==> src/design/pbt_pkg.sv <==
// Shared constants and types of the pulse brightness tracker.
package pbt_pkg;

  localparam int BLOCK_LEN     = 100;
  localparam int WINDOW_BLOCKS = 4;
  localparam int SAMPLE_BITS   = 18;
  localparam int LEVEL_W       = 8;
  localparam int POS_W         = $clog2(BLOCK_LEN);
  localparam int SLOT_W        = (WINDOW_BLOCKS > 1) ? $clog2(WINDOW_BLOCKS) : 1;
  // Scaled difference diff * MAX_LEVEL.
  localparam int NUM_W         = SAMPLE_BITS + LEVEL_W;
  // One quotient bit above the level range flags saturation.
  localparam int QUO_W         = LEVEL_W + 1;
  localparam int STEP_W        = $clog2(QUO_W);

  localparam logic [LEVEL_W-1:0] MAX_LEVEL = 8'd255;

  // One classified sample handed from the front end to the back end.
  typedef struct packed {
    logic                   zero;
    logic                   rise;
    logic [SAMPLE_BITS-1:0] diff;
    logic [SAMPLE_BITS-1:0] range;
  } pbt_job_t;

endpackage

==> src/design/pbt_front.sv <==
// Front end: window tracking and classification of each red sample.
module pbt_front (
  input  logic                           clk,
  input  logic                           rst_n,
  input  logic                           in_push,
  input  logic [pbt_pkg::SAMPLE_BITS-1:0] in_red_sample,
  input  logic                           q_full,
  output logic                           q_push,
  output pbt_pkg::pbt_job_t              q_job
);
  import pbt_pkg::*;

  logic [SAMPLE_BITS-1:0] blk_min_r [WINDOW_BLOCKS];
  logic [SAMPLE_BITS-1:0] blk_max_r [WINDOW_BLOCKS];
  logic [SAMPLE_BITS-1:0] run_min_r, run_max_r;
  logic [SAMPLE_BITS-1:0] win_min_r, win_max_r;
  logic [SAMPLE_BITS-1:0] prev_r;
  logic [POS_W-1:0]       pos_r;
  logic [SLOT_W-1:0]      slot_r;

  logic [SAMPLE_BITS-1:0] store_lo, store_hi, lo, hi, rng;
  logic [SAMPLE_BITS-1:0] run_min_upd, run_max_upd;
  logic                   accept, rise, block_end;

  assign accept = in_push && !q_full;
  assign q_push = accept;

  always_comb begin
    store_lo = blk_min_r[0];
    store_hi = blk_max_r[0];
    for (int k = 1; k < WINDOW_BLOCKS; k++) begin
      if (blk_min_r[k] < store_lo) store_lo = blk_min_r[k];
      if (blk_max_r[k] > store_hi) store_hi = blk_max_r[k];
    end
  end

  // The window is refreshed from the block stores at the first sample of a block.
  assign lo   = (pos_r == '0) ? store_lo : win_min_r;
  assign hi   = (pos_r == '0) ? store_hi : win_max_r;
  assign rng  = (hi > lo) ? (hi - lo) : '0;
  assign rise = in_red_sample > prev_r;

  assign q_job.zero  = (rng == '0);
  assign q_job.rise  = rise;
  assign q_job.diff  = rise ? (in_red_sample - prev_r) : (prev_r - in_red_sample);
  assign q_job.range = rng;

  assign run_min_upd = (in_red_sample < run_min_r) ? in_red_sample : run_min_r;
  assign run_max_upd = (in_red_sample > run_max_r) ? in_red_sample : run_max_r;
  assign block_end   = (pos_r == POS_W'(BLOCK_LEN - 1));

  always_ff @(posedge clk) begin
    if (!rst_n) begin
      for (int k = 0; k < WINDOW_BLOCKS; k++) begin
        blk_min_r[k] <= '0;
        blk_max_r[k] <= '0;
      end
      run_min_r <= '1;
      run_max_r <= '0;
      win_min_r <= '0;
      win_max_r <= '0;
      prev_r    <= '0;
      pos_r     <= '0;
      slot_r    <= '0;
    end else if (accept) begin
      win_min_r <= lo;
      win_max_r <= hi;
      prev_r    <= in_red_sample;
      if (block_end) begin
        blk_min_r[slot_r] <= run_min_upd;
        blk_max_r[slot_r] <= run_max_upd;
        slot_r    <= (slot_r == SLOT_W'(WINDOW_BLOCKS - 1)) ? '0 : slot_r + 1'b1;
        run_min_r <= '1;
        run_max_r <= '0;
        pos_r     <= '0;
      end else begin
        run_min_r <= run_min_upd;
        run_max_r <= run_max_upd;
        pos_r     <= pos_r + 1'b1;
      end
    end
  end

endmodule

==> src/design/pbt_queue.sv <==
// Two-entry queue that decouples the front end from the back end.
module pbt_queue (
  input  logic              clk,
  input  logic              rst_n,
  input  logic              push,
  input  pbt_pkg::pbt_job_t push_job,
  input  logic              pop,
  output pbt_pkg::pbt_job_t head_job,
  output logic              full,
  output logic              empty
);
  import pbt_pkg::*;

  pbt_job_t   ent_r [2];
  logic       wr_ptr_r, rd_ptr_r;
  logic [1:0] cnt_r;
  logic       do_push, do_pop;

  assign full     = (cnt_r == 2'd2);
  assign empty    = (cnt_r == 2'd0);
  assign head_job = ent_r[rd_ptr_r];
  assign do_push  = push && !full;
  assign do_pop   = pop && !empty;

  always_ff @(posedge clk) begin
    if (do_push) ent_r[wr_ptr_r] <= push_job;
  end

  always_ff @(posedge clk) begin
    if (!rst_n) begin
      wr_ptr_r <= 1'b0;
      rd_ptr_r <= 1'b0;
      cnt_r    <= 2'd0;
    end else begin
      if (do_push) wr_ptr_r <= !wr_ptr_r;
      if (do_pop)  rd_ptr_r <= !rd_ptr_r;
      if (do_push && !do_pop)      cnt_r <= cnt_r + 2'd1;
      else if (do_pop && !do_push) cnt_r <= cnt_r - 2'd1;
    end
  end

endmodule

==> src/design/pbt_back.sv <==
// Back end: shift-subtract scaling of the difference and level update.
module pbt_back (
  input  logic                        clk,
  input  logic                        rst_n,
  input  logic                        q_empty,
  input  pbt_pkg::pbt_job_t           q_head,
  output logic                        q_pop,
  input  logic                        out_pop,
  output logic                        out_empty,
  output logic [pbt_pkg::LEVEL_W-1:0] out_brightness,
  output logic                        out_range_zero
);
  import pbt_pkg::*;

  typedef enum logic [1:0] {ST_IDLE, ST_DIV, ST_DONE} state_t;

  state_t             state_r, state_nxt;
  logic [NUM_W-1:0]   rem_r, rem_nxt;
  logic [NUM_W-1:0]   div_r, div_nxt;
  logic [QUO_W-1:0]   quo_r, quo_nxt;
  logic [STEP_W-1:0]  step_r, step_nxt;
  logic               rise_r, rise_nxt;
  logic               zero_r, zero_nxt;
  logic [LEVEL_W-1:0] level_r, level_nxt;
  logic               out_valid_r, out_valid_nxt;
  logic [LEVEL_W-1:0] out_bright_r, out_bright_nxt;
  logic               out_zero_r, out_zero_nxt;

  logic               ge, slot_free;
  logic [LEVEL_W-1:0] headroom, new_level;

  assign ge        = (rem_r >= div_r);
  assign slot_free = !out_valid_r || out_pop;
  assign headroom  = MAX_LEVEL - level_r;

  // A quotient of 256 or more saturates in either direction.
  always_comb begin
    if (zero_r) begin
      new_level = level_r;
    end else if (rise_r) begin
      new_level = (quo_r >= {1'b0, level_r}) ? '0 : level_r - quo_r[LEVEL_W-1:0];
    end else begin
      new_level = (quo_r >= {1'b0, headroom}) ? MAX_LEVEL
                                              : level_r + quo_r[LEVEL_W-1:0];
    end
  end

  always_comb begin
    state_nxt      = state_r;
    rem_nxt        = rem_r;
    div_nxt        = div_r;
    quo_nxt        = quo_r;
    step_nxt       = step_r;
    rise_nxt       = rise_r;
    zero_nxt       = zero_r;
    level_nxt      = level_r;
    out_valid_nxt  = out_valid_r && !out_pop;
    out_bright_nxt = out_bright_r;
    out_zero_nxt   = out_zero_r;
    q_pop          = 1'b0;
    unique case (state_r)
      ST_IDLE: begin
        if (!q_empty) begin
          q_pop     = 1'b1;
          zero_nxt  = q_head.zero;
          rise_nxt  = q_head.rise;
          rem_nxt   = NUM_W'(q_head.diff) * NUM_W'(MAX_LEVEL);
          div_nxt   = {q_head.range, {LEVEL_W{1'b0}}};
          quo_nxt   = '0;
          step_nxt  = STEP_W'(QUO_W - 1);
          state_nxt = q_head.zero ? ST_DONE : ST_DIV;
        end
      end
      ST_DIV: begin
        rem_nxt  = ge ? rem_r - div_r : rem_r;
        quo_nxt  = {quo_r[QUO_W-2:0], ge};
        div_nxt  = div_r >> 1;
        step_nxt = step_r - 1'b1;
        if (step_r == '0) state_nxt = ST_DONE;
      end
      ST_DONE: begin
        if (slot_free) begin
          level_nxt      = new_level;
          out_bright_nxt = new_level;
          out_zero_nxt   = zero_r;
          out_valid_nxt  = 1'b1;
          state_nxt      = ST_IDLE;
        end
      end
      default: state_nxt = ST_IDLE;
    endcase
  end

  always_ff @(posedge clk) begin
    if (!rst_n) begin
      state_r     <= ST_IDLE;
      level_r     <= '0;
      out_valid_r <= 1'b0;
    end else begin
      state_r     <= state_nxt;
      level_r     <= level_nxt;
      out_valid_r <= out_valid_nxt;
    end
    rem_r        <= rem_nxt;
    div_r        <= div_nxt;
    quo_r        <= quo_nxt;
    step_r       <= step_nxt;
    rise_r       <= rise_nxt;
    zero_r       <= zero_nxt;
    out_bright_r <= out_bright_nxt;
    out_zero_r   <= out_zero_nxt;
  end

  assign out_empty      = !out_valid_r;
  assign out_brightness = out_bright_r;
  assign out_range_zero = out_zero_r;

endmodule

==> src/design/pulse_brightness_tracker_top.sv <==
// Pulse brightness tracker: red optical samples in, indicator brightness out.
//
// Input channel: drive in_red_sample with in_push high; the sample transfers
// at a clock edge where in_push is high and in_full is low.
// Result channel: while out_empty is low, out_brightness and out_range_zero
// hold the oldest result; it transfers at an edge where out_pop is high.
// Every sample gives exactly one result, in order.
// The back end handles one sample at a time: a pick-up step that pops the
// queue, nine shift-subtract steps of the scaling divider, and an update step
// that writes the result once the result register is free. A zero window
// range skips the divider. The divider sets the rate.
// The front end takes a sample per cycle while the two-entry queue has room, so
// in_full rises only when that queue is full.
// Reset (rst_n low at a clock edge) clears the block stores, the window, the
// level, the queue and the result register; results in flight are dropped.
// When the receiver stalls, the held result stays on the ports, the back end
// waits with the next result, and in_full rises once the queue fills.
module pulse_brightness_tracker_top (
  input  logic                            clk,
  input  logic                            rst_n,
  input  logic                            in_push,
  output logic                            in_full,
  input  logic [pbt_pkg::SAMPLE_BITS-1:0] in_red_sample,
  output logic                            out_empty,
  input  logic                            out_pop,
  output logic [pbt_pkg::LEVEL_W-1:0]     out_brightness,
  output logic                            out_range_zero
);
  import pbt_pkg::*;

  pbt_job_t push_job, head_job;
  logic     q_push, q_pop, q_full, q_empty;

  assign in_full = q_full;

  pbt_front u_front (
    .clk          (clk),
    .rst_n        (rst_n),
    .in_push      (in_push),
    .in_red_sample(in_red_sample),
    .q_full       (q_full),
    .q_push       (q_push),
    .q_job        (push_job)
  );

  pbt_queue u_queue (
    .clk     (clk),
    .rst_n   (rst_n),
    .push    (q_push),
    .push_job(push_job),
    .pop     (q_pop),
    .head_job(head_job),
    .full    (q_full),
    .empty   (q_empty)
  );

  pbt_back u_back (
    .clk           (clk),
    .rst_n         (rst_n),
    .q_empty       (q_empty),
    .q_head        (head_job),
    .q_pop         (q_pop),
    .out_pop       (out_pop),
    .out_empty     (out_empty),
    .out_brightness(out_brightness),
    .out_range_zero(out_range_zero)
  );

endmodule

==> config.mk <==
export PLATFORM = sky130hd
export DESIGN_NAME = pulse_brightness_tracker_top
export DESIGN_NICKNAME = d
export VERILOG_FILES = /design/src/design/pbt_pkg.sv /design/src/design/pbt_front.sv /design/src/design/pbt_queue.sv /design/src/design/pbt_back.sv /design/src/design/pulse_brightness_tracker_top.sv
export SDC_FILE = /design/constraint.sdc
export NUM_CORES = 1
export LEC_CHECK = 0
export BUFFER_PORTS_ARGS = -buffer_cell sky130_fd_sc_hd__buf_2
export CAP_MARGIN = 20
export CORE_MARGIN = 1
export CORE_UTILIZATION = 65
export DETAILED_ROUTE_END_ITERATION = 16
export GPL_TIMING_DRIVEN = 0
export PLACE_DENSITY = 0.89
export SLEW_MARGIN = 25
export SYNTH_ARGS = -nofsm -noshare
export SYNTH_HDL_FRONTEND = slang
export SYNTH_SLANG_ARGS = --single-unit
==> constraint.sdc <==
create_clock -name clk -period 19.6 [get_ports clk]
set_input_delay 0.98 -clock clk [delete_from_list [all_inputs] [get_ports clk]]
set_output_delay 0.98 -clock clk [all_outputs]
set_load 0.02 [all_outputs]
==> Word level (Yosys, flattened, before mapping) <==
Memories as Yosys holds them, arrays and structs flattened. A register that Yosys moved wholly into a read port is not among the register bits.
Index checks and enable logic that the tools add are counted.
{ "totals": {"romBits": 0, "latchBits": 0, "elab_cells": 145, "reg_bits": 190, "mem_count": 3, "inputBits": 22, "ram_bits": 220} }
{ "op_classes": {"n_mux": 55, "n_eq_ne": 9, "n_bitwise": 1, "n_div": 0, "n_mul": 1, "n_reduce_logical": 30, "n_lt_le_gt_ge": 13, "addsub": 12, "shifts": 0} }
{ "mem_list": {"columns": ["memory", "depth", "width", "read_ports", "rd_clocked_by_memory_dff", "write_ports", "line_no", "text"], "rows": [
  ["u_queue.ent_r", 2, 38, 1, 1, 1, "pbt_queue.sv:14", "pbt_job_t ent_r [2];"],
  ["u_front.blk_max_r", 4, 18, 4, 0, 4, "pbt_front.sv:14", "logic [SAMPLE_BITS-1:0] blk_max_r [WINDOW_BLOCKS];"],
  ["u_front.blk_min_r", 4, 18, 4, 0, 4, "pbt_front.sv:13", "logic [SAMPLE_BITS-1:0] blk_min_r [WINDOW_BLOCKS];"]
]} }
{ "ops": {"columns": ["op", "n"], "rows": [
  ["$mux W18", 16],
  ["$gt A18 B18 Y1", 6],
  ["$pmux W26 S2", 2],
  ["$mux W26", 3],
  ["$lt A18 B18 Y1", 4],
  ["$sub A18 B18 Y18", 3],
  ["$reduce_or A18 Y1", 2],
  ["$mux W8", 4],
  ["$ge A26 B26 Y1", 1],
  ["$mul A18 B8 Y26 const B", 1],
  ["$sub A26 B26 Y26", 1],
  ["$ge A9 B8 Y1", 2],
  ["$logic_not A18 Y1", 1],
  ["$mux W2", 9],
  ["$pmux W9 S2", 1],
  ["$mux W1", 15],
  ["$mux W9", 1],
  ["$add A8 B8 Y8", 1],
  ["$logic_not A1 Y1", 8],
  ["$pmux W4 S2", 1],
  ["$reduce_and A2 Y1", 4],
  ["$sub A8 B8 Y8", 1],
  ["$sub A8 B8 Y8 const A", 1],
  ["$add A7 B1 Y7 const B", 1],
  ["19 further kinds", 32]
]} }

==> Longest topological paths before layout <==
Gate-level depths: netlist of the first run.
{ "depth": {"word_depth": 10, "mapped_depth": 47} }

==> Modules after synthesis <==
A second synthesis of the first run with hierarchy kept.
{ "unflattened": {"hier_cells": 3037, "hier_area_um2": 29313.1} }
{ "by_module_without_submodules": {"columns": ["module", "n_inst", "cells_each", "area_per_inst_um2"], "rows": [
  ["pbt_front", 1, 1899, 17117.7],
  ["pbt_back", 1, 995, 9223.8],
  ["pbt_queue", 1, 143, 2971.6]
]} }

==> Worst setup path before layout of the first run <==
OpenSTA, ideal clock, no wires.
{ "synth_timing": {"kind": "reg2reg", "startpoint": "mem u_front.blk_max_r[1][4]", "endpoint": "mem u_queue.ent_r[0][12] in the netlist's numbering, data pin", "path_stages_with_launch": 41, "slack_ps": 10528, "arrival_ps": 8811, "synth_period_minus_slack_ps": 9072, "n_path_buf": 6, "cell_sequence": "edfxtp_1 > ha_1 > and3_1 > and3_1 > and4_1 > nor2_2 > buf_6 > buf_2 > mux2i_1 > ha_1 > a21o_1 > a21o_1 > a21oi_1 > a211o_1 > a31oi_1 > or2_2 > o21a_1 > buf_6 > [... 5 more ...] > a2111oi_0 > nor2_1 > o21a_1 > o31a_1 > nor2_1 > clkbuf_1 > a21oi_1 > fa_1 > a211oi_1 > o21ai_0 > a21oi_1 > o21ai_0 > o211a_1 > o21ai_0 > a21boi_0 > o31ai_2 > buf_2 > nor2_1"} }
{ "synth_rtl": {"columns": ["item", "line_no"], "rows": [
  ["from (decl)", "pbt_front.sv:14"],
  ["to (decl)", "pbt_queue.sv:14"]
]} }

==> results of run 1 <==
## logic make-up (layout without fill, tap and decap cells)
group	Yosys count	after routing
flip-flops	411	411
adder cells (fa/ha/maj)	379	379
multiplexers	130	130
XOR/XNOR	78	78
other	0	1
AO/OA/AOI/OAI	797	797
buffers and inverters	430	550
AND/OR/NAND/NOR	718	718
## path summary, 6_finish.rpt
path / from / end / slack [ps] / cells past startpoint
min reg2reg: u_front.prev_r[17]$_SDFFE_PN0P_ / u_front.prev_r[17]$_SDFFE_PN0P_ / 460 / 2
max: u_front.blk_min_r[1][11]$_SDFFCE_PN0P_ / u_queue.ent_r[0][9]$_DFFE_PP_ / 8070 / 45
max reg2reg: u_front.blk_min_r[1][11]$_SDFFCE_PN0P_ / u_queue.ent_r[0][9]$_DFFE_PP_ / 8070 / 45
min: u_front.prev_r[17]$_SDFFE_PN0P_ / u_front.prev_r[17]$_SDFFE_PN0P_ / 460 / 2
## critical path, delay by kind of cell (launching register included)
family          cells  cell delay (ps)
compound gates     22             4980
fa+ha+maj           5             1620
buf+inv             8             2420
flops               1              390
simple gates       10             1750
## routing by layer
layer	GRT usage [%]	part of all wire, %
met1	45.0	39
met2	55.7	46
met3	4.78	9.1
met4	19.6	5.6
met5	0	0
## state kept, by name, summed over array words and instances (netlist names), 2 cells and up, named ones only
| signal | flops |
|---|---|
| u_back.div_r | 26 |
| u_back.level_r | 8 |
| u_back.out_brightness | 8 |
| u_back.quo_r | 9 |
| u_back.rem_r | 26 |
| u_back.state_r | 2 |
| u_back.step_r | 4 |
| u_front.blk_max_r | 72 |
| u_front.blk_min_r | 72 |
| u_front.pos_r | 7 |
| u_front.prev_r | 18 |
| u_front.run_max_r | 18 |
| u_front.run_min_r | 18 |
| u_front.slot_r | 2 |
| u_front.win_max_r | 18 |
| u_front.win_min_r | 18 |
| u_queue.cnt_r | 2 |
| u_queue.ent_r | 76 |
## layout make-up
| class | count | area share, % |
|---|---|---|
| plain buffers | 128 | 1.73 |
| clock buffers | 56 | 3.70 |
| inverters | 302 | 3.60 |
| diodes | 1 | 0.00795 |
| clock inverters | 25 | 0.974 |
| flip-flops and latches | 411 | 35.5 |
| well taps | 585 | 2.32 |
| repair buffers | 39 | 1.06 |
| multi-input cells | 2102 | 51.1 |
## synthesized netlist by cell type, types with 6 or more instances
master     number
a2111oi_2       6
a211o_1        33
a211oi_1       15
a211oi_2        9
a21o_1         68
a21oi_1       222
a221oi_1        8
a22o_1         18
a31oi_1        49
and2_1         16
and3_1         13
and4_1          7
buf_1           8
buf_2          21
clkbuf_1       93
dfxtp_1       115
edfxtp_1      296
fa_1           86
ha_1          293
inv_1         300
mux2_2         18
mux2_4         16
mux2i_1        96
nand2_1       155
nand2b_1       24
nand3_1        58
nand4_1        30
nor2_1        301
nor2b_1        22
nor3_1         44
o2111ai_1       6
o211ai_1       15
o21a_1         47
o21ai_0       165
o21bai_1       18
o221ai_1       19
o2bb2ai_1      17
o31ai_1        15
o41ai_1         6
or2_2           9
or3_1          26
xnor2_1        40
xor2_1         38
## metrics by stage
step	cells	util, %	area (um2)	setup WS [ps]
after floorplan	2943	-	28900	10530
after global placement	3560	68.6	29800	8820
after detailed placement	3567	69.1	30000	8510
after CTS	3648	72.4	31500	8340
after global routing	3649	72.5	31500	7340
final	3649	72.5	31500	8070
==> impl_metrics.py, run 1 <==
metrics = {
    "final_layout": {
        "multi_input_area_um2": 16100,
        "syn_to_final_growth_pct": 8.91,
        "final_nets": 3429,
        "layout_common_cells": "inv_1 (300), nor2_1 (299), edfxtp_1 (296)",
        "ff_latch_area_um2": 11200,
        "fillers": 2949,
        "layout_commonest_cell": "inv_1",
        "drive_gt1_share_pct": 6.95,
    },
    "cts": {
        "cts.path.max_buffers": 3,
        "cts_setup_buffers": 0,
        "htree_levels": 2,
        "worstSkewPairLatency_ps": 610,
        "clockRootBuffer": "clkbuf_16",
        "cts_resized": 0,
        "numCtsBuffers": 44,
        "clk_pin_slew_ps": 60,
        "cts.sinks": 411,
        "hold_buffers": 0,
        "cts_tree": "built",
    },
    "grt": {
        "grt_util_all_layers_pct": 34.6,
        "grt_max_degree": 37,
        "gr-total-overflow": 0,
        "grt_pass1_vias": 23400,
        "grt_pass1_wl_um": 122000,
        "antenna_found_initial": 1,
    },
    "floorplanning": {
        "die_h_um": 213,
        "core_area_um2": 43500,
        "initial_core_util_pct": 66.5,
        "core.rowCount": 76,
        "die_w_um": 213,
        "num_io_pins": 33,
        "die_area_um2": 45300,
    },
    "placed_design": {
        "port_buffers": 32,
        "place_hpwl_um": 58300,
        "routabilityCongestion": 0.960,
    },
    "sta": {
        "maxSlewViolCount": 0,
        "skew_ps": 25.0,
        "slew_headroom_pct": 30.3,
        "min_period_ps": 11530,
        "min_period_over_period_pct": 58.8,
        "rsz0062_at_grt": "false",
        "tns_ps": 0,
        "fmax_mhz": 86.7,
        "timing.final.setup_violations": 0,
        "max_slew.worst_pin.slew_ps": 1040,
        "hold_ws_ps": 462,
        "hold_viol": 0,
    },
    "worst_setup_path": {
        "worstPathRequired_ps": 19920,
        "end_kind": "flip-flop",
        "crit_arrival_ps": 11860,
        "start_kind": "flip-flop",
        "crit_slowest_cell": "o31ai_2",
        "crit_top_cell": "o21ai_0",
        "cp_slowest_stage_delay_ps": 700,
        "worstPathMaxFanout": 10,
        "critical_path_class": "reg2reg",
    },
    "synth": {
        "syn_nets": 3344,
        "synthSimpleGateAreaFrac_pct": 11.3,
        "synth_top_family_by_area": "adder cells",
        "ys_types": 83,
        "synth_edf_count": 296,
        "yosys_most_used_dff": "edfxtp_1",
        "netlist_instances": 2943,
        "synthXorXnorAreaFrac_pct": 2.36,
        "synth.area.mux_share_pct": 4.86,
        "yosysWarnings": 0,
        "yosys.area.top_type_share_pct": 30.7,
        "synthArstFlopShare_pct": 0,
        "syn_area_um2": 28900,
        "yosysTopAreaCell": "edfxtp_1",
        "synth-seq-cells": 411,
        "synth_compound_area_share_pct": 18.4,
        "synthAdderAreaFrac_pct": 18.6,
        "synth-seq-area-share_pct": 38.7,
        "netlist_top_cells_area": "edfxtp_1 (31%), ha_1 (13%), dfxtp_1 (8.0%)",
        "postSynthAreaPerCell_um2": 9.82,
    },
    "min_path": {
        "hp-class": "reg2reg",
    },
    "drt": {
        "drt_wl_total_um": 77800,
        "drcViolationCount": 0,
        "num_vias": 23600,
        "drtAntennaViolNets": 0,
        "drtIter0Drc": 2700,
        "dr.pass1.iters": 6,
        "wl_per_cell_um": 21.3,
        "avgViaCountPerCell": 6.47,
    },
    "run": {
        "maxCapViolCount": 0,
    },
    "status": {
        "status": "finished clean",
    },
}
Power of run 1 is left out: the tool's default activity adds up to more than one toggle a clock period on the data nets, which glitch-free logic cannot reach.
==> run 2, diff against run 1 <==
==> constraint.sdc (replaced) <==
create_clock -name clk -period 12.1 [get_ports clk]
set_input_delay 0.605 -clock clk [delete_from_list [all_inputs] [get_ports clk]]
set_output_delay 0.605 -clock clk [all_outputs]
set_load 0.02 [all_outputs]
==> run 2 against run 1 <==
Compared with the run above: cell count stayed put; worst hold slack got worse by 110 ps; critical path depth unchanged; register-to-register slack got worse by 7300 ps; clock skew grew 3.5 ps; global-route usage stayed put; first-iteration DRC count is 0.81% higher; cell area about the same; die area unchanged.
==> impl_metrics.py, run 2 (same netlist as run 1, synthesis figures left out) <==
metrics = {
    "final_layout": {
        "fillers": 2947,
        "syn_to_final_growth_pct": 8.94,
        "biggestRegsByFlops": "u_queue.ent_r x76, u_front.blk_max_r x72, u_front.blk_min_r x72",
        "largest_reg_flops": 76,
        "drive_gt1_share_pct": 6.95,
        "final_nets": 3429,
        "layout_common_cells": "inv_1 (300), nor2_1 (299), edfxtp_1 (296)",
        "regMostFlops": "u_queue.ent_r",
        "layout_commonest_cell": "inv_1",
    },
    "floorplanning": {
        "die_area_um2": 45300,
        "core.rowCount": 76,
        "die_h_um": 213,
        "core_area_um2": 43500,
        "die_w_um": 213,
        "num_io_pins": 33,
        "initial_core_util_pct": 66.5,
    },
    "drt": {
        "drcViolationCount": 0,
        "drtAntennaViolNets": 0,
        "drt_wl_total_um": 77800,
        "avgViaCountPerCell": 6.49,
        "num_vias": 23700,
        "dr.pass1.iters": 7,
        "drtIter0Drc": 2722,
        "wl_per_cell_um": 21.3,
    },
    "grt": {
        "grt_pass1_wl_um": 122000,
        "grt_max_degree": 37,
        "grt_pass1_vias": 23400,
        "gr-total-overflow": 0,
        "antenna_found_initial": 1,
        "grt_util_all_layers_pct": 34.6,
    },
    "cts": {
        "cts.path.max_buffers": 3,
        "numCtsBuffers": 44,
        "cts_tree": "built",
        "clockRootBuffer": "clkbuf_16",
        "cts.sinks": 411,
        "cts_setup_buffers": 0,
        "worstSkewPairLatency_ps": 610,
        "htree_levels": 2,
        "clk_pin_slew_ps": 60,
    },
    "sta": {
        "min_period_over_period_pct": 93.8,
        "timing.final.setup_violations": 0,
        "fmax_mhz": 88.1,
        "hold_viol": 0,
        "min_period_ps": 11350,
        "maxSlewViolCount": 0,
        "tns_ps": 0,
        "rsz0062_at_grt": "false",
        "skew_ps": 28.5,
        "max_slew.worst_pin.slew_ps": 1040,
        "slew_headroom_pct": 30.6,
    },
    "worst_setup_path": {
        "worstPathMaxFanout": 10,
        "critPathBufInv": 8,
        "crit_slowest_cell": "o31ai_4",
        "crit_arrival_ps": 11670,
        "cp_top_family": "compound AO/OA/AOI/OAI gates",
        "critical_path_class": "reg2reg",
        "worstPathRequired_ps": 12420,
        "cp_slowest_stage_delay_ps": 480,
        "end_kind": "flip-flop",
        "crit_top_cell": "o21ai_0",
        "start_kind": "flip-flop",
    },
    "placed_design": {
        "place_hpwl_um": 58300,
        "routabilityCongestion": 0.960,
        "port_buffers": 32,
    },
    "min_path": {
        "hp-class": "in2reg",
    },
    "run": {
        "maxCapViolCount": 0,
    },
    "status": {
        "status": "finished clean",
    },
}
## run 2: cell count changes in the layout (fill, tap and decap cells not counted)
cell     previous run  this run
o31ai_2             2         1
o31ai_4             0         1
## run 2: layer usage
metal	global-route usage [%]	up-vias	share of wire (%)
met1	45.0	11400	40
met4	19.6	0	5.7
met3	4.78	235	8.9
met5	0	-	0
met2	55.7	1233	46
li1	-	10800	-
## run 2: repair_timing
action	in CTS	in global routing
gates resized for setup	0	1
hold buffers	0	0
setup endpoints to repair	0	20
## run 2: through the flow
stage	setup slack (ps)	utilization, %	cells	cell area (um2)	hold WS, ps
floorplan	3030	-	2943	28900	436
finish	749	72.5	3649	31500	348
CTS	841	72.4	3648	31500	330
global route	70.4	72.5	3649	31500	368
global placement	1320	68.6	3560	29800	444
detailed placement	1010	69.1	3567	30000	459
## run 2: layout make-up
cell class / count / area, um2 / share of cell area [%]
well taps: 585 / 732 / 2.32
multi-input cells: 2102 / 16100 / 51.1
clock inverters: 25 / 307 / 0.973
repair buffers: 39 / 333 / 1.06
diodes: 1 / 2.50 / 0.00795
plain buffers: 128 / 546 / 1.73
inverters: 302 / 1130 / 3.60
flip-flops and latches: 411 / 11200 / 35.5
clock buffers: 56 / 1170 / 3.70
## run 2: worst register-to-register path: cells and delay by family (launching register included)
kind	cells	cell delay, ps
AOI/OAI and AO/OA	22	4860
and+or+nand+nor	10	1790
buffers and inverters	8	2390
adders and majority gates	5	1620
DFF	1	390
## run 2: worst paths after layout
| kind | startpoint | endpoint | slack [ps] | cells past startpoint |
|---|---|---|---|---|
| setup / recovery | u_front.blk_min_r[1][11]$_SDFFCE_PN0P_ | u_queue.ent_r[0][9]$_DFFE_PP_ | 750 | 45 |
| hold / removal | in_red_sample[0] | u_front.prev_r[0]$_SDFFE_PN0P_ | 350 | 3 |
| setup reg to reg | u_front.blk_min_r[1][11]$_SDFFCE_PN0P_ | u_queue.ent_r[0][9]$_DFFE_PP_ | 750 | 45 |
| hold reg to reg | u_front.prev_r[17]$_SDFFE_PN0P_ | u_front.prev_r[17]$_SDFFE_PN0P_ | 470 | 2 |
Power of run 2 is left out for the same reason.
